--- src/design/tbcc_pkg.sv ---
// ----------------------------------------------------------------------------
// tbcc_pkg
// Shared types and codes for the two-button chord combiner.
// ----------------------------------------------------------------------------
package tbcc_pkg;

  localparam int ID_W   = 16;
  localparam int CODE_W = 3;
  localparam int ACT_W  = 2;
  localparam int CIDX_W = 2;

  // Input actions
  localparam logic [ACT_W-1:0] ACT_DOWN   = 2'd0;
  localparam logic [ACT_W-1:0] ACT_HOLD   = 2'd1;
  localparam logic [ACT_W-1:0] ACT_UP     = 2'd2;
  localparam logic [ACT_W-1:0] ACT_ATTACH = 2'd3;

  // Result codes
  localparam logic [CODE_W-1:0] CODE_DOWN   = 3'd0;
  localparam logic [CODE_W-1:0] CODE_UP     = 3'd1;
  localparam logic [CODE_W-1:0] CODE_CLICK  = 3'd2;
  localparam logic [CODE_W-1:0] CODE_LONG   = 3'd3;
  localparam logic [CODE_W-1:0] CODE_HOLD   = 3'd4;
  localparam logic [CODE_W-1:0] CODE_ATTACH = 3'd5;

  // Configuration register indexes
  localparam logic [CIDX_W-1:0] CFG_FIRST_ID  = 2'd0;
  localparam logic [CIDX_W-1:0] CFG_SECOND_ID = 2'd1;
  localparam logic [CIDX_W-1:0] CFG_GROUP_ID  = 2'd2;
  localparam logic [CIDX_W-1:0] CFG_NOTICE_ID = 2'd3;

  // Result queue
  localparam int QDEPTH = 4;
  localparam int QPTR_W = $clog2(QDEPTH);
  localparam int QCNT_W = $clog2(QDEPTH + 1);

  typedef struct packed {
    logic [ID_W-1:0] first_id;
    logic [ID_W-1:0] second_id;
    logic [ID_W-1:0] group_id;
    logic [ID_W-1:0] notice_id;
  } cfg_t;

  typedef struct packed {
    logic [ID_W-1:0]   source;
    logic [CODE_W-1:0] code;
    logic [ID_W-1:0]   target;
    logic              last;
  } result_t;

  // 0, 1 or 2 results produced by one item
  typedef struct packed {
    logic [1:0] count;
    result_t    r0;
    result_t    r1;
  } push_t;

  function automatic result_t mk_result(input logic [ID_W-1:0] src,
                                        input logic [CODE_W-1:0] code,
                                        input logic [ID_W-1:0] tgt,
                                        input logic last);
    result_t r;
    r.source = src;
    r.code   = code;
    r.target = tgt;
    r.last   = last;
    return r;
  endfunction

endpackage

--- src/design/tbcc_cfg.sv ---
// ----------------------------------------------------------------------------
// tbcc_cfg
// Configuration register file: button, group and notice ids.
// ----------------------------------------------------------------------------
module tbcc_cfg (
  input  logic                          clk,
  input  logic                          rst,
  input  logic                          wr_en,
  input  logic [tbcc_pkg::CIDX_W-1:0]   wr_index,
  input  logic [tbcc_pkg::ID_W-1:0]     wr_data,
  output tbcc_pkg::cfg_t                cfg
);

  always_ff @(posedge clk) begin
    if (rst) begin
      cfg.first_id  <= 16'd1;
      cfg.second_id <= 16'd2;
      cfg.group_id  <= 16'd3;
      cfg.notice_id <= 16'd4;
    end else if (wr_en) begin
      unique case (wr_index)
        tbcc_pkg::CFG_FIRST_ID:  cfg.first_id  <= wr_data;
        tbcc_pkg::CFG_SECOND_ID: cfg.second_id <= wr_data;
        tbcc_pkg::CFG_GROUP_ID:  cfg.group_id  <= wr_data;
        tbcc_pkg::CFG_NOTICE_ID: cfg.notice_id <= wr_data;
        default: ;
      endcase
    end
  end

endmodule

--- src/design/tbcc_core.sv ---
// ----------------------------------------------------------------------------
// tbcc_core
// Input register, button flags and the single-pass chord decision.
// ----------------------------------------------------------------------------
module tbcc_core (
  input  logic                         clk,
  input  logic                         rst,
  input  tbcc_pkg::cfg_t               cfg,
  input  logic                         in_fire,
  input  logic [tbcc_pkg::ACT_W-1:0]   in_action,
  input  logic [tbcc_pkg::ID_W-1:0]    in_source,
  input  logic                         q_space,
  output logic                         busy,
  output logic                         push_en,
  output tbcc_pkg::push_t              push
);

  logic                       hold_valid;
  logic [tbcc_pkg::ACT_W-1:0] hold_action;
  logic [tbcc_pkg::ID_W-1:0]  hold_source;

  logic [1:0] pressed, held, suppressed;
  logic [1:0] pressed_next, held_next, suppressed_next;
  logic       attached, attached_next;

  logic       is_first, is_second, same_ids, oth_hi;
  logic [1:0] m_src, m_oth, p_set, h_set, s_tmp;
  logic       src_held;

  assign push_en = hold_valid && q_space;
  assign busy    = hold_valid && !q_space;

  always_ff @(posedge clk) begin
    if (rst) begin
      hold_valid <= 1'b0;
      pressed    <= 2'b00;
      held       <= 2'b00;
      suppressed <= 2'b00;
      attached   <= 1'b0;
    end else begin
      if (in_fire) begin
        hold_valid <= 1'b1;
      end else if (push_en) begin
        hold_valid <= 1'b0;
      end
      if (push_en) begin
        pressed    <= pressed_next;
        held       <= held_next;
        suppressed <= suppressed_next;
        attached   <= attached_next;
      end
    end
  end

  always_ff @(posedge clk) begin
    if (in_fire) begin
      hold_action <= in_action;
      hold_source <= in_source;
    end
  end

  // Id matching; equal ids hit both bits, partner read falls back to bit 0
  assign is_first  = hold_source == cfg.first_id;
  assign is_second = hold_source == cfg.second_id;
  assign same_ids  = cfg.first_id == cfg.second_id;
  assign oth_hi    = is_first && !same_ids;
  assign m_src     = {is_second, is_first};
  assign m_oth     = is_first ? {1'b1, same_ids} : {same_ids, 1'b1};
  assign p_set     = pressed | m_src;
  assign h_set     = held | m_src;
  assign src_held  = is_first ? held[0] : (is_second ? held[1] : 1'b0);

  always_comb begin
    pressed_next    = pressed;
    held_next       = held;
    suppressed_next = suppressed;
    attached_next   = attached;
    s_tmp           = suppressed;
    push.count      = 2'd0;
    push.r0         = tbcc_pkg::mk_result(cfg.group_id, tbcc_pkg::CODE_DOWN, '0, 1'b1);
    push.r1         = tbcc_pkg::mk_result(cfg.group_id, tbcc_pkg::CODE_CLICK, '0, 1'b1);
    unique case (hold_action)
      tbcc_pkg::ACT_DOWN: begin
        pressed_next = p_set;
        if (oth_hi ? p_set[1] : p_set[0]) begin
          push.count = 2'd1;
        end
      end
      tbcc_pkg::ACT_HOLD: begin
        held_next = h_set;
        push.r0   = tbcc_pkg::mk_result(cfg.group_id, tbcc_pkg::CODE_HOLD, '0, 1'b1);
        if (oth_hi ? h_set[1] : h_set[0]) begin
          push.count = 2'd1;
        end
      end
      tbcc_pkg::ACT_UP: begin
        if (oth_hi ? pressed[1] : pressed[0]) begin
          // chord release: group up then group click / long click
          push.count = 2'd2;
          push.r0    = tbcc_pkg::mk_result(cfg.group_id, tbcc_pkg::CODE_UP, '0, 1'b0);
          if (src_held && (oth_hi ? held[1] : held[0])) begin
            push.r1 = tbcc_pkg::mk_result(cfg.group_id, tbcc_pkg::CODE_LONG, '0, 1'b1);
          end
          s_tmp = suppressed | m_oth;
        end else if (!(is_first ? suppressed[0] : (is_second ? suppressed[1] : 1'b0))
                     && attached) begin
          push.count = 2'd1;
          push.r0    = tbcc_pkg::mk_result(hold_source,
                         src_held ? tbcc_pkg::CODE_LONG : tbcc_pkg::CODE_CLICK, '0, 1'b1);
        end
        pressed_next    = pressed & ~m_src;
        held_next       = held & ~m_src;
        suppressed_next = s_tmp & ~m_src;
      end
      tbcc_pkg::ACT_ATTACH: begin
        push.count    = 2'd2;
        push.r0       = tbcc_pkg::mk_result(cfg.notice_id, tbcc_pkg::CODE_ATTACH,
                                            cfg.first_id, 1'b0);
        push.r1       = tbcc_pkg::mk_result(cfg.notice_id, tbcc_pkg::CODE_ATTACH,
                                            cfg.second_id, 1'b1);
        attached_next = 1'b1;
      end
      default: ;
    endcase
  end

endmodule

--- src/design/tbcc_queue.sv ---
// ----------------------------------------------------------------------------
// tbcc_queue
// Small result queue: takes up to two results per cycle, sends one.
// ----------------------------------------------------------------------------
module tbcc_queue (
  input  logic                           clk,
  input  logic                           rst,
  input  logic                           push_en,
  input  tbcc_pkg::push_t                push,
  output logic                           space,
  output logic                           out_valid,
  input  logic                           out_ready,
  output tbcc_pkg::result_t              head
);

  tbcc_pkg::result_t                 entry [tbcc_pkg::QDEPTH];
  logic [tbcc_pkg::QPTR_W-1:0]       rptr, wptr;
  logic [tbcc_pkg::QCNT_W-1:0]       count;
  logic [tbcc_pkg::QCNT_W-1:0]       count_next;
  logic                              pop;
  logic [1:0]                        n_in;

  assign out_valid = count != '0;
  assign pop       = out_valid && out_ready;
  assign head      = entry[rptr];
  assign n_in      = push_en ? push.count : 2'd0;

  // room for two results once this cycle's pop is counted
  assign space = (count - {{(tbcc_pkg::QCNT_W-1){1'b0}}, pop})
                 <= tbcc_pkg::QCNT_W'(tbcc_pkg::QDEPTH - 2);

  assign count_next = count + tbcc_pkg::QCNT_W'(n_in)
                      - {{(tbcc_pkg::QCNT_W-1){1'b0}}, pop};

  always_ff @(posedge clk) begin
    if (rst) begin
      rptr  <= '0;
      wptr  <= '0;
      count <= '0;
    end else begin
      count <= count_next;
      wptr  <= wptr + tbcc_pkg::QPTR_W'(n_in);
      if (pop) begin
        rptr <= rptr + tbcc_pkg::QPTR_W'(1);
      end
    end
  end

  always_ff @(posedge clk) begin
    if (n_in != 2'd0) begin
      entry[wptr] <= push.r0;
    end
    if (n_in == 2'd2) begin
      entry[wptr + tbcc_pkg::QPTR_W'(1)] <= push.r1;
    end
  end

endmodule

--- src/design/two_button_chord_combiner_unit.sv ---
// ----------------------------------------------------------------------------
// two_button_chord_combiner_unit
// Turns down/hold/up events of two sub-buttons into group-button events.
// ----------------------------------------------------------------------------
// Path: input stage register, then result queue, which drives the outputs.
// Throughput: one item per cycle for items with no or one result while the sink
//   keeps up; two results (chord release, attach) share the single output port.
// Reset (rst, synchronous, active high): ids return to 1/2/3/4, all button
//   flags and the attached flag clear, the input stage and result queue empty.
module two_button_chord_combiner_unit (
  input  logic                          clk,
  input  logic                          rst,
  // configuration write channel
  input  logic                          cfg_valid,
  output logic                          cfg_ready,
  input  logic [tbcc_pkg::CIDX_W-1:0]   cfg_index,
  input  logic [tbcc_pkg::ID_W-1:0]     cfg_data,
  // input items
  input  logic                          in_valid,
  output logic                          in_ready,
  input  logic [tbcc_pkg::ACT_W-1:0]    action,
  input  logic [tbcc_pkg::ID_W-1:0]     source_id,
  // result items
  output logic                          out_valid,
  input  logic                          out_ready,
  output logic [tbcc_pkg::ID_W-1:0]     out_source,
  output logic [tbcc_pkg::CODE_W-1:0]   out_code,
  output logic [tbcc_pkg::ID_W-1:0]     out_target,
  output logic                          last_of_run
);

  tbcc_pkg::cfg_t    cfg;
  tbcc_pkg::push_t   push;
  tbcc_pkg::result_t head;
  logic              core_busy;
  logic              push_en;
  logic              q_space;
  logic              in_fire;

  // Register writes are always taken and land; the user must only write while idle.
  assign cfg_ready = 1'b1;

  // The input stage frees up in the same cycle its item is pushed to the
  // queue, so ready stays high for single-result items while the sink keeps up.
  assign in_ready = !core_busy;
  assign in_fire  = in_valid && in_ready;

  tbcc_cfg u_cfg (
    .clk      (clk),
    .rst      (rst),
    .wr_en    (cfg_valid && cfg_ready),
    .wr_index (cfg_index),
    .wr_data  (cfg_data),
    .cfg      (cfg)
  );

  // Holds one item, decides its results and updates the button flags when
  // the queue has room for two results.
  tbcc_core u_core (
    .clk       (clk),
    .rst       (rst),
    .cfg       (cfg),
    .in_fire   (in_fire),
    .in_action (action),
    .in_source (source_id),
    .q_space   (q_space),
    .busy      (core_busy),
    .push_en   (push_en),
    .push      (push)
  );

  // Four-entry result queue parts the two sides; outputs come from its regs.
  tbcc_queue u_queue (
    .clk       (clk),
    .rst       (rst),
    .push_en   (push_en),
    .push      (push),
    .space     (q_space),
    .out_valid (out_valid),
    .out_ready (out_ready),
    .head      (head)
  );

  assign out_source  = head.source;
  assign out_code    = head.code;
  assign out_target  = head.target;
  assign last_of_run = head.last;

endmodule

--- config.mk ---
export PLATFORM = sky130hd
export DESIGN_NAME = two_button_chord_combiner_unit
export DESIGN_NICKNAME = d
export VERILOG_FILES = /design/src/design/tbcc_pkg.sv /design/src/design/tbcc_cfg.sv /design/src/design/tbcc_core.sv /design/src/design/tbcc_queue.sv /design/src/design/two_button_chord_combiner_unit.sv
export SDC_FILE = /design/constraint.sdc
export NUM_CORES = 1
export LEC_CHECK = 0
export BUFFER_PORTS_ARGS = -buffer_cell sky130_fd_sc_hd__buf_2
export CAP_MARGIN = 10
export CORE_UTILIZATION = 45
export DETAILED_ROUTE_END_ITERATION = 10
export PLACE_DENSITY = 0.67
export RECOVER_POWER = 25
export SLEW_MARGIN = 20
export SYNTH_ARGS = -nofsm -noshare
export SYNTH_HDL_FRONTEND = slang
export SYNTH_SLANG_ARGS = --single-unit
--- constraint.sdc ---
create_clock -name clk -period 5 [get_ports clk]
set_clock_uncertainty 0.05 [all_clocks]
set_input_delay 0.5 -clock clk [delete_from_list [all_inputs] [get_ports clk]]
set_output_delay 0.5 -clock clk [all_outputs]
set_load 0.02 [all_outputs]
# == Word level (Yosys, flattened, before mapping) ==
# Memories as Yosys holds them, arrays and structs flattened. A register that Yosys moved wholly into a read port is not among the register bits.
# Index checks and enable logic that the tools add are counted.
# totals
mem_bits_rw,144
mem_count,1
out_inout_bits,39
regBits,97
wordCells,97
inputBits,41
# mem_list
name,words,word_bits,read_ports,rd_ports_with_merged_regs,wr,line,rtl
u_queue.entry,4,36,1,1,2,tbcc_queue.sv:16,tbcc_pkg::result_t entry [tbcc_pkg::QDEPTH];
# op_classes
reduce_logical,26
n_lt_le_gt_ge,1
bitwise,7
eq_ne,10
n_mux,32
addsub,6
# op_table
op,n
one-hot mux 36 bit (3 select lines),1
one-hot mux 36 bit (2 select lines),1
== test 16 bit,3
2-to-1 mux 38 bit,1
2-to-1 mux 37 bit,1
2-to-1 mux 18 bit,2
2-to-1 mux 1 bit,17
AND reduction 2 bit,8
2-to-1 mux 2 bit,6
== test 2 bit (second input constant),5
one-hot mux 2 bit (2 select lines),2
one-hot mux 2 bit (4 select lines),1
nonzero test 2 bit,4
logical AND 1 bit,7
AND 2 bit,3
OR 2 bit,3
subtractor 3 x 1 -> 3 bit,2
adder 2 x 1 -> 2 bit (second input constant),2
== test 2 x 1 -> 1 bit (second input constant),2
zero test 1 bit,4
zero test 2 bit,2
adder 3 x 2 -> 3 bit,1
<= comparator 3 x 2 -> 1 bit (second input constant),1
nonzero test 3 bit,1
2 further kinds,2

# == Depth between registers and ports, before layout ==
# Gate-level depths: netlist of the first run.
# depth
depth_word,12
ltp_mapped,15
depth_no_buf,15

# == Cells and area by module ==
# Synthesis of the first run repeated with hierarchy kept, for this count alone.
# hier_totals
cells_unflattened,946
area_unflattened_um2,12792.3
# modules_own_cells
mod,instances,area_each_um2,seq_area_each_um2,cells_each
tbcc_queue,1,7627.3,4504.3,410
tbcc_core,1,2596.2,700.7,300
tbcc_cfg,1,2547.4,1281.2,232
two_button_chord_combiner_unit,1,21.3,0.0,4

# == Least setup slack after synthesis of the first run ==
# Ideal clock, no wire load.
# synth_path
path_type,flip-flop to flip-flop
startpoint,register u_queue.count[2] (netlist name)
endpoint,"memory u_queue.entry[0][10] (netlist name), enable pin"
stages_incl_launch_ff,13
arrival_time_ns,3.947
synth_period_minus_slack_ns,4.389
t_required_ns,4.557
path_buffers,1
slack_ns,0.611
setup_ns,0.393
cell_sequence,dfxtp_1 or3_1 and2_1 ha_1 ha_1 xor2_1 nor3b_2 o31ai_1 a31oi_4 nor3b_2 nand2_1 buf_2 nand2_1
# synth_rtl
item,line,rtl
from (decl),tbcc_queue.sv:18,logic [tbcc_pkg::QCNT_W-1:0] count;
from (signal assigned),tbcc_queue.sv:41,count <= count_next;
to (decl),tbcc_queue.sv:16,

==> summary.md, run 1 <==
| Metric | Value |
|---|---|
| Antenna cells | 0 |
| Synth Flop Type | edfxtp_1 |
| Critical Path Fanout Max | 24 |
| Number of global-route vias before repair | 8074 |
| Crit Reg-Reg Startpoint | u_queue.count[2] |
| Crit path to | u_queue.entry[3][16] |
| Longest Clk Path Bufs | 3 |
| Mapped Avg Cell Area | 11.7 µm² |
| Synth cell types | 66 |
| Detail Placement HPWL | 21.5 mm |
| GR Util All Layers | 24.2% |
| Arr. time, crit path | 4.26 ns |
| Mapped cell area | 11900 µm² |
| Setup tns final | 0 ns |
| Peak VDD IR | 0.221 mV |
| Worst Path Class, Setup | reg2reg |
| Starting Density | 45.8% |
| Layout cells sized above 1 | 19.7% |
| # rows | 59 |
| First-pass GRT wire length | 49.0 mm |
| Clock network power share | 34.9% |
| Unrepaired setup endpoints after global routing | no |
| Clock slew at reported path FFs | 0.06 ns |
| Final core occ | 51.1% |
| Tcrit/Tclk final | 82.2% |
| Register area share after synthesis | 54.1% |
| Post-DR vias/cell | 6.14 |
| PortBufs | 78 |
| Critical Path RT | 5.15 ns |
| Net load switching power | 1630 µW |
| Skew-Pair Late Insertion Delay | 0.53 ns |
| Root Buffer | clkbuf_16 |
| Final setup viols | 0 |
| Fmax | 0.243 GHz |
| WL/cell | 22.9 µm |
| Die H | 165 µm |
| CTS tree | yes |
| Synth Register Bits | 243 |
| Max_slew headroom | -28.0% |
| Pint | 3800 µW |
| Pleak | 0.00438 µW |
| Commonest non-fill, non-tap cell in the layout | nand2_1 |
| Clk sinks | 243 |
| # IOs | 80 |
| Synth Instances | 1020 |
| Largest net degree at the start of global routing | 76 |
| # Max-Cap Violations | 1 |
| Cts bufs inserted | 26 |
| Reg2reg path depth | 11 |
| RR Endpoint | u_queue.entry[3][16] |
| Via Count | 8731 |
| Syn nets | 1073 |
| Sequential Power Share | 43.9% |
| Syn-to-layout area delta | 11.4% |
| Failing checks | capacitance limit, slew limit |
| Initial antenna violation count | 1 |
| Gpl congestion | 0.903 |
| Die Area | 27100 µm² |
| Fin. max-slew vios | 46 |
| Status | complete, but fails checks |
| # DRC | 0 |
| Total congestion overflow | 0 |
| Final wirelength | 32.5 mm |
| Power density cells | 409 nW/µm² |
| Async S/R FF share, synth | 0% |
| Most frequent cells in the layout | 191 x nand2_1, 158 x edfxtp_1, 110 x o22ai_1 |
| Iter 0 DRT Violations | 978 |
| EDFF count, synth | 158 |
| DR pass1 iterations | 7 |
| Critical path endpoint category | register |
| Crit path from | u_queue.count[2] |
| Final nets | 1119 |
| Fillers | 2320 |
| PostCTS Resize Cnt | 0 |
| Cts hold-fix bufs | 0 |
| Setup crit start kind | register |
| Slew @ Worst Pin | 1.92 ns |
| Yosys Warn Count | 0 |
| Reg2reg setup slack | 0.89 ns |
| Combinational Power Share | 21.3% |
| Setup bufs post-CTS | 0 |
| Tmin final | 4.11 ns |
| DRT antenna net count | 0 |
| Hold/Removal Path Class | in2reg |
| Hold Fails Final Rpt | 0 |
| Switching part of the total power | 30.0% |
| Chip width | 165 µm |
| Htree depth | 1 |
| Core area | 26000 µm² |
## logic make-up (layout without fill, tap and decap cells)
logic type               Yosys count  in the layout  share of synthesized area (%)
XOR/XNOR                          55             55                           4.04
adder cells (fa/ha/maj)           12             12                           1.32
other                              1              1                         0.0315
buffers and inverters             95            161                           4.14
multiplexers                      36             36                           6.81
AO/OA/AOI/OAI                    298            298                           17.8
flip-flops                       243            243                           54.1
AND/OR/NAND/NOR                  280            280                           11.7
## flip-flops by register name, summed over array words and instances, names as in the netlist, named ones only
register and count:
u_cfg.cfg 64, u_core.attached 1, u_core.hold_action 2, u_core.hold_source 16
u_core.hold_valid 1, u_core.suppressed 2, u_queue.count 3, u_queue.entry 144
u_queue.rptr 2, u_queue.wptr 2
## worst min path at each step
stage                               startpoint                     end  slack, ns  cells after the start
after floorplan           u_core.suppressed[1]    u_core.suppressed[1]       0.39                      1
final                             source_id[2]   u_core.hold_source[2]       0.09                      1
after global routing             source_id[12]  u_core.hold_source[12]       0.08                      1
after detailed placement          u_cfg.cfg[7]            u_cfg.cfg[7]       0.41                      2
after CTS                         source_id[6]   u_core.hold_source[6]       0.08                      1
after global placement    u_core.suppressed[1]    u_core.suppressed[1]       0.40                      1
## critical path, stage by stage, from the launching register on
cell      delay [ns]
dfxtp_1         0.34
or3_1           0.38
and2_0          0.24
ha_1            0.23
ha_1            0.19
xor2_1          0.18
nor3b_2         0.49
o311ai_2        0.43
o211ai_4        0.31
nand4_4         0.39
nand2_1         0.21
buf_4           0.32
## power groups by stage
stage	clock [µW]	sequential, µW	combinational (µW)
after floorplan	0	2340	900
after global placement	0	2420	1170
after detailed placement	0	2430	1170
after CTS	1920	2380	1180
after global routing	2000	2400	1250
final	1890	2380	1160
## stage by stage
step | setup slack (ns) | power, µW | std cells | hold slack, ns | instance area [µm²]
5_1_grt | 0.538 | 5640 | 1421 | 0.0804 | 13300
3_3_place_gp | 0.987 | 3590 | 1373 | 0.404 | 12400
4_1_cts | 0.914 | 5480 | 1421 | 0.0792 | 13300
3_5_place_dp | 0.890 | 3600 | 1373 | 0.411 | 12400
6_report | 0.889 | 5430 | 1421 | 0.0950 | 13300
2_1_floorplan | 0.611 | 3240 | 1020 | 0.390 | 11900
## cell usage after synthesis, drive strengths merged (13+ instances only)
master | number | share of area [%]
dfxtp | 85 | 14
o22ai | 138 | 8.7
a21boi | 20 | 1.3
inv | 13 | 0.41
a21oi | 83 | 3.5
mux4 | 36 | 6.8
clkbuf | 45 | 1.4
nand2 | 192 | 6.1
a222oi | 16 | 1.3
buf | 37 | 2.3
o2bb2ai | 16 | 1.2
xor2 | 34 | 2.5
edfxtp | 158 | 40
nor2 | 19 | 0.60
xnor2 | 21 | 1.5
## area by class of cell
class	count	area [µm²]	share of cell area (%)
clock inverters	13	96.3	0.726
multi-input cells	682	4980	37.5
well taps	335	419	3.16
clock buffers	35	756	5.69
repair buffers	100	528	3.98
flip-flops and latches	243	6450	48.6
inverters	13	48.8	0.368
## layer usage
metal	track usage, %	share of wire [%]	vias up
met3	4.45	10	48
met5	0	0.040	-
met1	35.9	43	4222
li1	-	-	3983
met4	6.01	2.2	2
met2	36.6	44	476
(Power assumes the default switching activity.)
==> run 2, diff against run 1 <==
PLACE_DENSITY = 0.7   (was 0.67)
clock period = 3.75 ns   (was 5 ns; I/O delays follow)
==> run 2 against run 1 <==
The flow still finishes with violations (capacitance limit, slew limit); sequential cell count stayed put; hold slack got worse by 0.067 ns; global-route usage is 0.31 points higher; largest cell class unchanged; largest power group unchanged.
==> summary.md, run 2 (synthesis results as in run 1) <==
| Metric | Value |
|---|---|
| Setup slack after layout | 0.228 ns |
| Register area | 6450 µm² |
| Initial antenna violation count | 0 |
| Critical path endpoint category | register |
| Clock network power share | 35.2% |
| Number of global-route vias before repair | 8455 |
| Post-place setup slack | 0.260 ns |
| Pleak | 0.00455 µW |
| Top flop regs | u_queue.entry x144, u_cfg.cfg x64, u_core.hold_source x16 |
| Net load switching power | 2200 µW |
| Peak VDD IR | 0.376 mV |
| Gpl congestion | 0.931 |
| Tcrit/Tclk final | 93.9% |
| GR Util All Layers | 24.5% |
| Antenna cells | 0 |
| # Max-Cap Violations | 1 |
| Layout cells sized above 1 | 20.3% |
| Fmax | 0.284 GHz |
| Pint | 5190 µW |
| Critical Path Fanout Max | 23 |
| Cts bufs inserted | 26 |
| Failing checks | capacitance limit, slew limit |
| Via Count | 8880 |
| Post-DR vias/cell | 6.11 |
| Largest net degree at the start of global routing | 74 |
| Crit path largest cell delay | 0.40 ns |
| Final wirelength | 32.8 mm |
| Slowest CP cell | or3_1 |
| Clk sinks | 243 |
| Critical Path RT | 4.04 ns |
| # rows | 59 |
| Hold Fails Final Rpt | 0 |
| Root Buffer | clkbuf_16 |
| DRT antenna net count | 0 |
| Setup bufs post-CTS | 0 |
| Die H | 165 µm |
| Slew @ Worst Pin | 2.51 ns |
| CTS tree | yes |
| Arr. time, crit path | 3.81 ns |
| Pwr Total | 7390 µW |
| Final instance area | 13700 µm² |
| DR pass1 iterations | 9 |
| Commonest non-fill, non-tap cell in the layout | nand2_1 |
| Syn-to-layout area delta | 14.8% |
| Biggest register | u_queue.entry |
| Die Area | 27100 µm² |
| # DRC | 0 |
| Iter 0 DRT Violations | 1225 |
| Max_slew headroom | -67.4% |
| Most frequent cells in the layout | 186 x nand2_1, 158 x edfxtp_1, 110 x o22ai_1 |
| First-pass GRT wire length | 50.1 mm |
| Switching part of the total power | 29.8% |
| PortBufs | 78 |
| Clock slew at reported path FFs | 0.06 ns |
| Status | complete, but fails checks |
| Area of the multi-input gates | 5020 µm² |
| # IOs | 80 |
| Total congestion overflow | 0 |
| Fin. max-slew vios | 57 |
| Skew-Pair Late Insertion Delay | 0.54 ns |
| Power density cells | 541 nW/µm² |
| Starting Density | 45.8% |
| Htree depth | 1 |
| Placed Area | 12700 µm² |
| WL/cell | 22.6 µm |
| Unrepaired setup endpoints after global routing | no |
| Final nets | 1151 |
| Longest Clk Path Bufs | 3 |
| Detail Placement HPWL | 22.6 mm |
| Sequential Power Share | 42.8% |
| Crit path cell chain | or3_1 > and2_1 > ha_1 > ha_1 > xor2_1 > nor3b_4 > o31ai_1 > a31oi_4 > buf_4 > nor3b_2 > nand2_2 > buf_4 > o22ai_1 |
| Combinational Power Share | 22.0% |
| Hold slack | 0.0276 ns |
| Final setup viols | 0 |
| Chip width | 165 µm |
| Tmin final | 3.52 ns |
| Setup tns final | 0 ns |
| Setup crit start kind | register |
| Worst Path Class, Setup | reg2reg |
| Max reg flops | 144 |
| Fillers | 2253 |
| Hold/Removal Path Class | in2reg |
| Core area | 26000 µm² |
-- run 2: cell count changes in the layout (fill, tap and decap cells not counted), moves of 2 or more --
cell	delta
dlygate4sd3_1	+16
buf_4	+9
clkbuf_1	+9
buf_12	+6
nand2_1	-5
buf_2	-4
clkinv_1	-3
clkinvlp_4	-3
inv_6	+2
nand2_2	+2
nand2_4	+2
-- run 2: critical path, delay by kind of cell (launching register included) --
family	cells	cell delay (ns)
and+or+nand+nor	5	1.34
AOI/OAI and AO/OA	3	0.52
buffers and inverters	2	0.46
adders and majority gates	2	0.42
DFF	1	0.33
xor gates and xnor gates	1	0.20
-- run 2: worst paths after layout --
kind	from	endpoint	slack, ns	depth (start not counted)
setup / recovery	u_queue.count[2]	u_queue.entry[0][24]	0.23	13
hold / removal	in_valid	u_core.hold_valid	0.03	3
setup reg to reg	u_queue.count[2]	u_queue.entry[0][24]	0.23	13
hold reg to reg	u_core.suppressed[1]	u_core.suppressed[1]	0.42	1
-- run 2: what timing repair did --
| item | 4_1_cts | 5_1_grt |
|---|---|---|
| endpoints found under the setup margin | 0 | 5 |
| gates resized for setup | 0 | 1 |
| hold endpoints to repair | 16 | 0 |
| hold buffers | 16 | 0 |
-- run 2: power by group through the flow --
stage | clock network, µW | logic (µW) | registers, µW
5_1_grt | 2710 | 1750 | 3190
2_1_floorplan | 0 | 1210 | 3110
4_1_cts | 2620 | 1650 | 3160
6_report | 2610 | 1620 | 3160
3_3_place_gp | 0 | 1620 | 3220
3_5_place_dp | 0 | 1630 | 3220
-- run 2: stage by stage --
stage	instances	utilization (%)
6_report	1453	52.6
5_1_grt	1453	52.6
4_1_cts	1453	52.8
3_5_place_dp	1389	48.8
3_3_place_gp	1389	48.8
2_1_floorplan	1020	-
-- run 2: routing by layer --
| metal | wire, µm | track usage, % | part of all wire, % | vias up |
|---|---|---|---|---|
| li1 | - | - | - | 4068 |
| met1 | 14200 | 36.5 | 43 | 4280 |
| met2 | 14700 | 37.7 | 45 | 488 |
| met3 | 3370 | 3.42 | 10 | 44 |
| met4 | 600 | 5.92 | 1.8 | 0 |
| met5 | 0 | 0 | 0 | - |
-- run 2: layout make-up --
type                    count  area share (%)
flip-flops and latches    243            47.1
multi-input cells         682            36.7
repair buffers            132            6.39
inverters                  13           0.357
clock inverters            10           0.814
well taps                 335            3.06
clock buffers              38            5.53
==> run 3, diff against run 2 <==
PLACE_DENSITY = 0.69   (was 0.7)
SYNTH_HIERARCHICAL = 1   (was unset)
==> run 3 against run 2 <==
Die area grew 7.3%; wire length grew 0.54%; combinational power grew 17%; the flow still finishes with violations (capacitance limit, slew limit); critical endpoint is now u_queue/entry[3][25]; setup slack lost 0.097 ns; global-route usage shrank 1.5 points; final area grew 8.8%; synthesized cell count shrank 7.3%.
==> summary.md, run 3 <==
| Metric | Value |
|---|---|
| Failing checks | capacitance limit, slew limit |
| Hold slack | 0.0665 ns |
| Syn nets | 999 |
| Largest area contributor in the netlist | edfxtp_1 |
| Top flop regs | u_queue/entry x144, u_cfg/cfg x64, u_core/hold_source x16 |
| Most instantiated library cell after synthesis | edfxtp_1 |
| Synth Instances | 946 |
| Tmin final | 3.62 ns |
| GR Util All Layers | 23.1% |
| Peak VDD IR | 0.283 mV |
| Final instance area | 14900 µm² |
| Arr. time, crit path | 3.84 ns |
| Layout cells sized above 1 | 32.9% |
| Register area | 6490 µm² |
| Chip width | 171 µm |
| Top cells by count, synth | 162 x edfxtp_1, 115 x mux2_2, 81 x dfxtp_1 |
| # DRC | 0 |
| Top cells by area, synth | edfxtp_1 38%, dfxtp_1 13%, mux2_2 10% |
| Longest Clk Path Bufs | 3 |
| Worst Path Class, Setup | reg2reg |
| Worst path top cell family by delay | simple AND/OR/NAND/NOR gates |
| Synth Register Bits | 243 |
| Hold Fails Final Rpt | 0 |
| Htree depth | 1 |
| Post-DR vias/cell | 5.68 |
| Crit path largest cell delay | 0.52 ns |
| Crit path cell chain | xnor2_1 > nand4_1 > nor4_4 > buf_6 > nand2_1 > o211a_1 > nand2b_1 > o221ai_2 > buf_4 > nand3b_4 > or3b_2 > buf_12 > mux2_4 |
| Biggest register | u_queue/entry |
| CP Buf/Inv Count | 3 |
| Power density cells | 509 nW/µm² |
| Critical Path Fanout Max | 20 |
| Final wirelength | 33.0 mm |
| Die H | 171 µm |
| Final nets | 1124 |
| # IOs | 80 |
| Pwr Total | 7570 µW |
| Most frequent cells in the layout | 162 x edfxtp_1, 115 x mux2_2, 80 x dfxtp_1 |
| Fillers | 2367 |
| Detail Placement HPWL | 22.6 mm |
| Fmax | 0.276 GHz |
| Iter 0 DRT Violations | 739 |
| # Max-Cap Violations | 1 |
| Largest net degree at the start of global routing | 71 |
| Number of global-route vias before repair | 8314 |
| Cts bufs inserted | 27 |
| Critical Path RT | 3.97 ns |
| Placed Area | 13900 µm² |
| Total congestion overflow | 0 |
| Setup tns final | 0 ns |
| Max reg flops | 144 |
| Clock slew at reported path FFs | 0.06 ns |
| Async S/R FF share, synth | 0% |
| DR pass1 iterations | 5 |
| Unrepaired setup endpoints after global routing | no |
| Slowest CP cell | or3b_2 |
| Root Buffer | clkbuf_16 |
| Critical path endpoint category | register |
| Fin. max-slew vios | 71 |
| Setup crit start kind | register |
| Gpl congestion | 0.956 |
| Mapped Avg Cell Area | 13.5 µm² |
| Synth top area share | 38.0% |
| Register area share after synthesis | 50.7% |
| Synth cell types | 62 |
| Core area | 27900 µm² |
| First-pass GRT wire length | 50.3 mm |
| Die Area | 29100 µm² |
| Clk sinks | 243 |
| Max_slew headroom | -54.4% |
| Synth Flop Type | edfxtp_1 |
| Via Count | 8349 |
| DRT antenna net count | 0 |
| Mapped cell area | 12800 µm² |
| Antenna cells | 0 |
| Final setup viols | 0 |
| # rows | 61 |
| CTS tree | yes |
| Syn-to-layout area delta | 16.3% |
| Pleak | 0.00576 µW |
| Skew-Pair Late Insertion Delay | 0.53 ns |
| Yosys Warn Count | 6 |
| Hold/Removal Path Class | in2reg |
| Tcrit/Tclk final | 96.5% |
| WL/cell | 22.5 µm |
| Status | complete, but fails checks |
| Slew @ Worst Pin | 2.32 ns |
| Commonest non-fill, non-tap cell in the layout | edfxtp_1 |
| Setup slack after layout | 0.131 ns |
| Initial antenna violation count | 0 |
| Post-place setup slack | 0.117 ns |
| EDFF count, synth | 162 |
| PortBufs | 78 |
| Reg2reg setup slack | 0.13 ns |
| Area of the multi-input gates | 5930 µm² |
| Starting Density | 45.9% |
[run 3: cell types whose count changed in the layout (fill, tap and decap cells not counted), moves of 64 or more]
cell      before  now
nand2_1      186   10
mux2_2         0  115
o22ai_1      110   16
a21oi_1       83    4
nand2b_1       2   78
mux2i_1        0   64
[run 3: path summary, 6_finish.rpt]
check,endpoint,depth (start not counted),from
hold / removal,u_core/hold_source[12],1,source_id[12]
setup reg to reg,u_queue/entry[3][25],13,u_core/hold_source[8]
setup / recovery,u_queue/entry[3][25],13,u_core/hold_source[8]
hold reg to reg,u_cfg/cfg[9],2,u_cfg/cfg[9]
[run 3: where the power goes]
| part | switching, µW | internal [µW] |
|---|---|---|
| clock network | 1040 | 1480 |
| registers | 121 | 3040 |
| logic | 1090 | 812 |
[run 3: area by class of cell]
type | count | share of cell area, %
Clock inverter | 13 | 0.740
Timing Repair Buffer | 160 | 7.50
Tap cell | 378 | 3.18
Multi-Input combinational cell | 628 | 39.9
Clock buffer | 36 | 4.84
Sequential cell | 243 | 43.6
Inverter | 11 | 0.278
[run 3: what timing repair did]
action,CTS,global route
setup endpoints to repair,0,60
setup buffers,0,4
hold buffers,17,0
hold endpoints to repair,17,0
gates resized for setup,0,4
[run 3: layer usage]
metal,vias to the layer above,track usage [%],share of wire [%]
met5,-,0,0
met4,0,5.37,2.0
li1,3824,-,-
met2,311,36.2,45
met1,4173,34.2,46
met3,41,2.36,6.2
[run 3: per-stage QoR]
stage / cells / util, %
floorplan: 946 / -
global placement: 1399 / 49.8
detailed placement: 1399 / 49.8
CTS: 1465 / 53.3
global route: 1469 / 53.4
finish: 1469 / 53.4
[run 3: cells by family (layout without fill, tap and decap cells)]
group           after synthesis  after routing  share of synthesized area (%)
xor+xnor                     54             54                           3.70
mux                         247            247                           25.2
compound gates               88             88                           5.35
other cells                   2              2                         0.0587
buf+inv                      75            220                           3.28
simple gates                225            225                           10.5
flops                       243            243                           50.7
fa+ha+maj                    12             12                           1.23
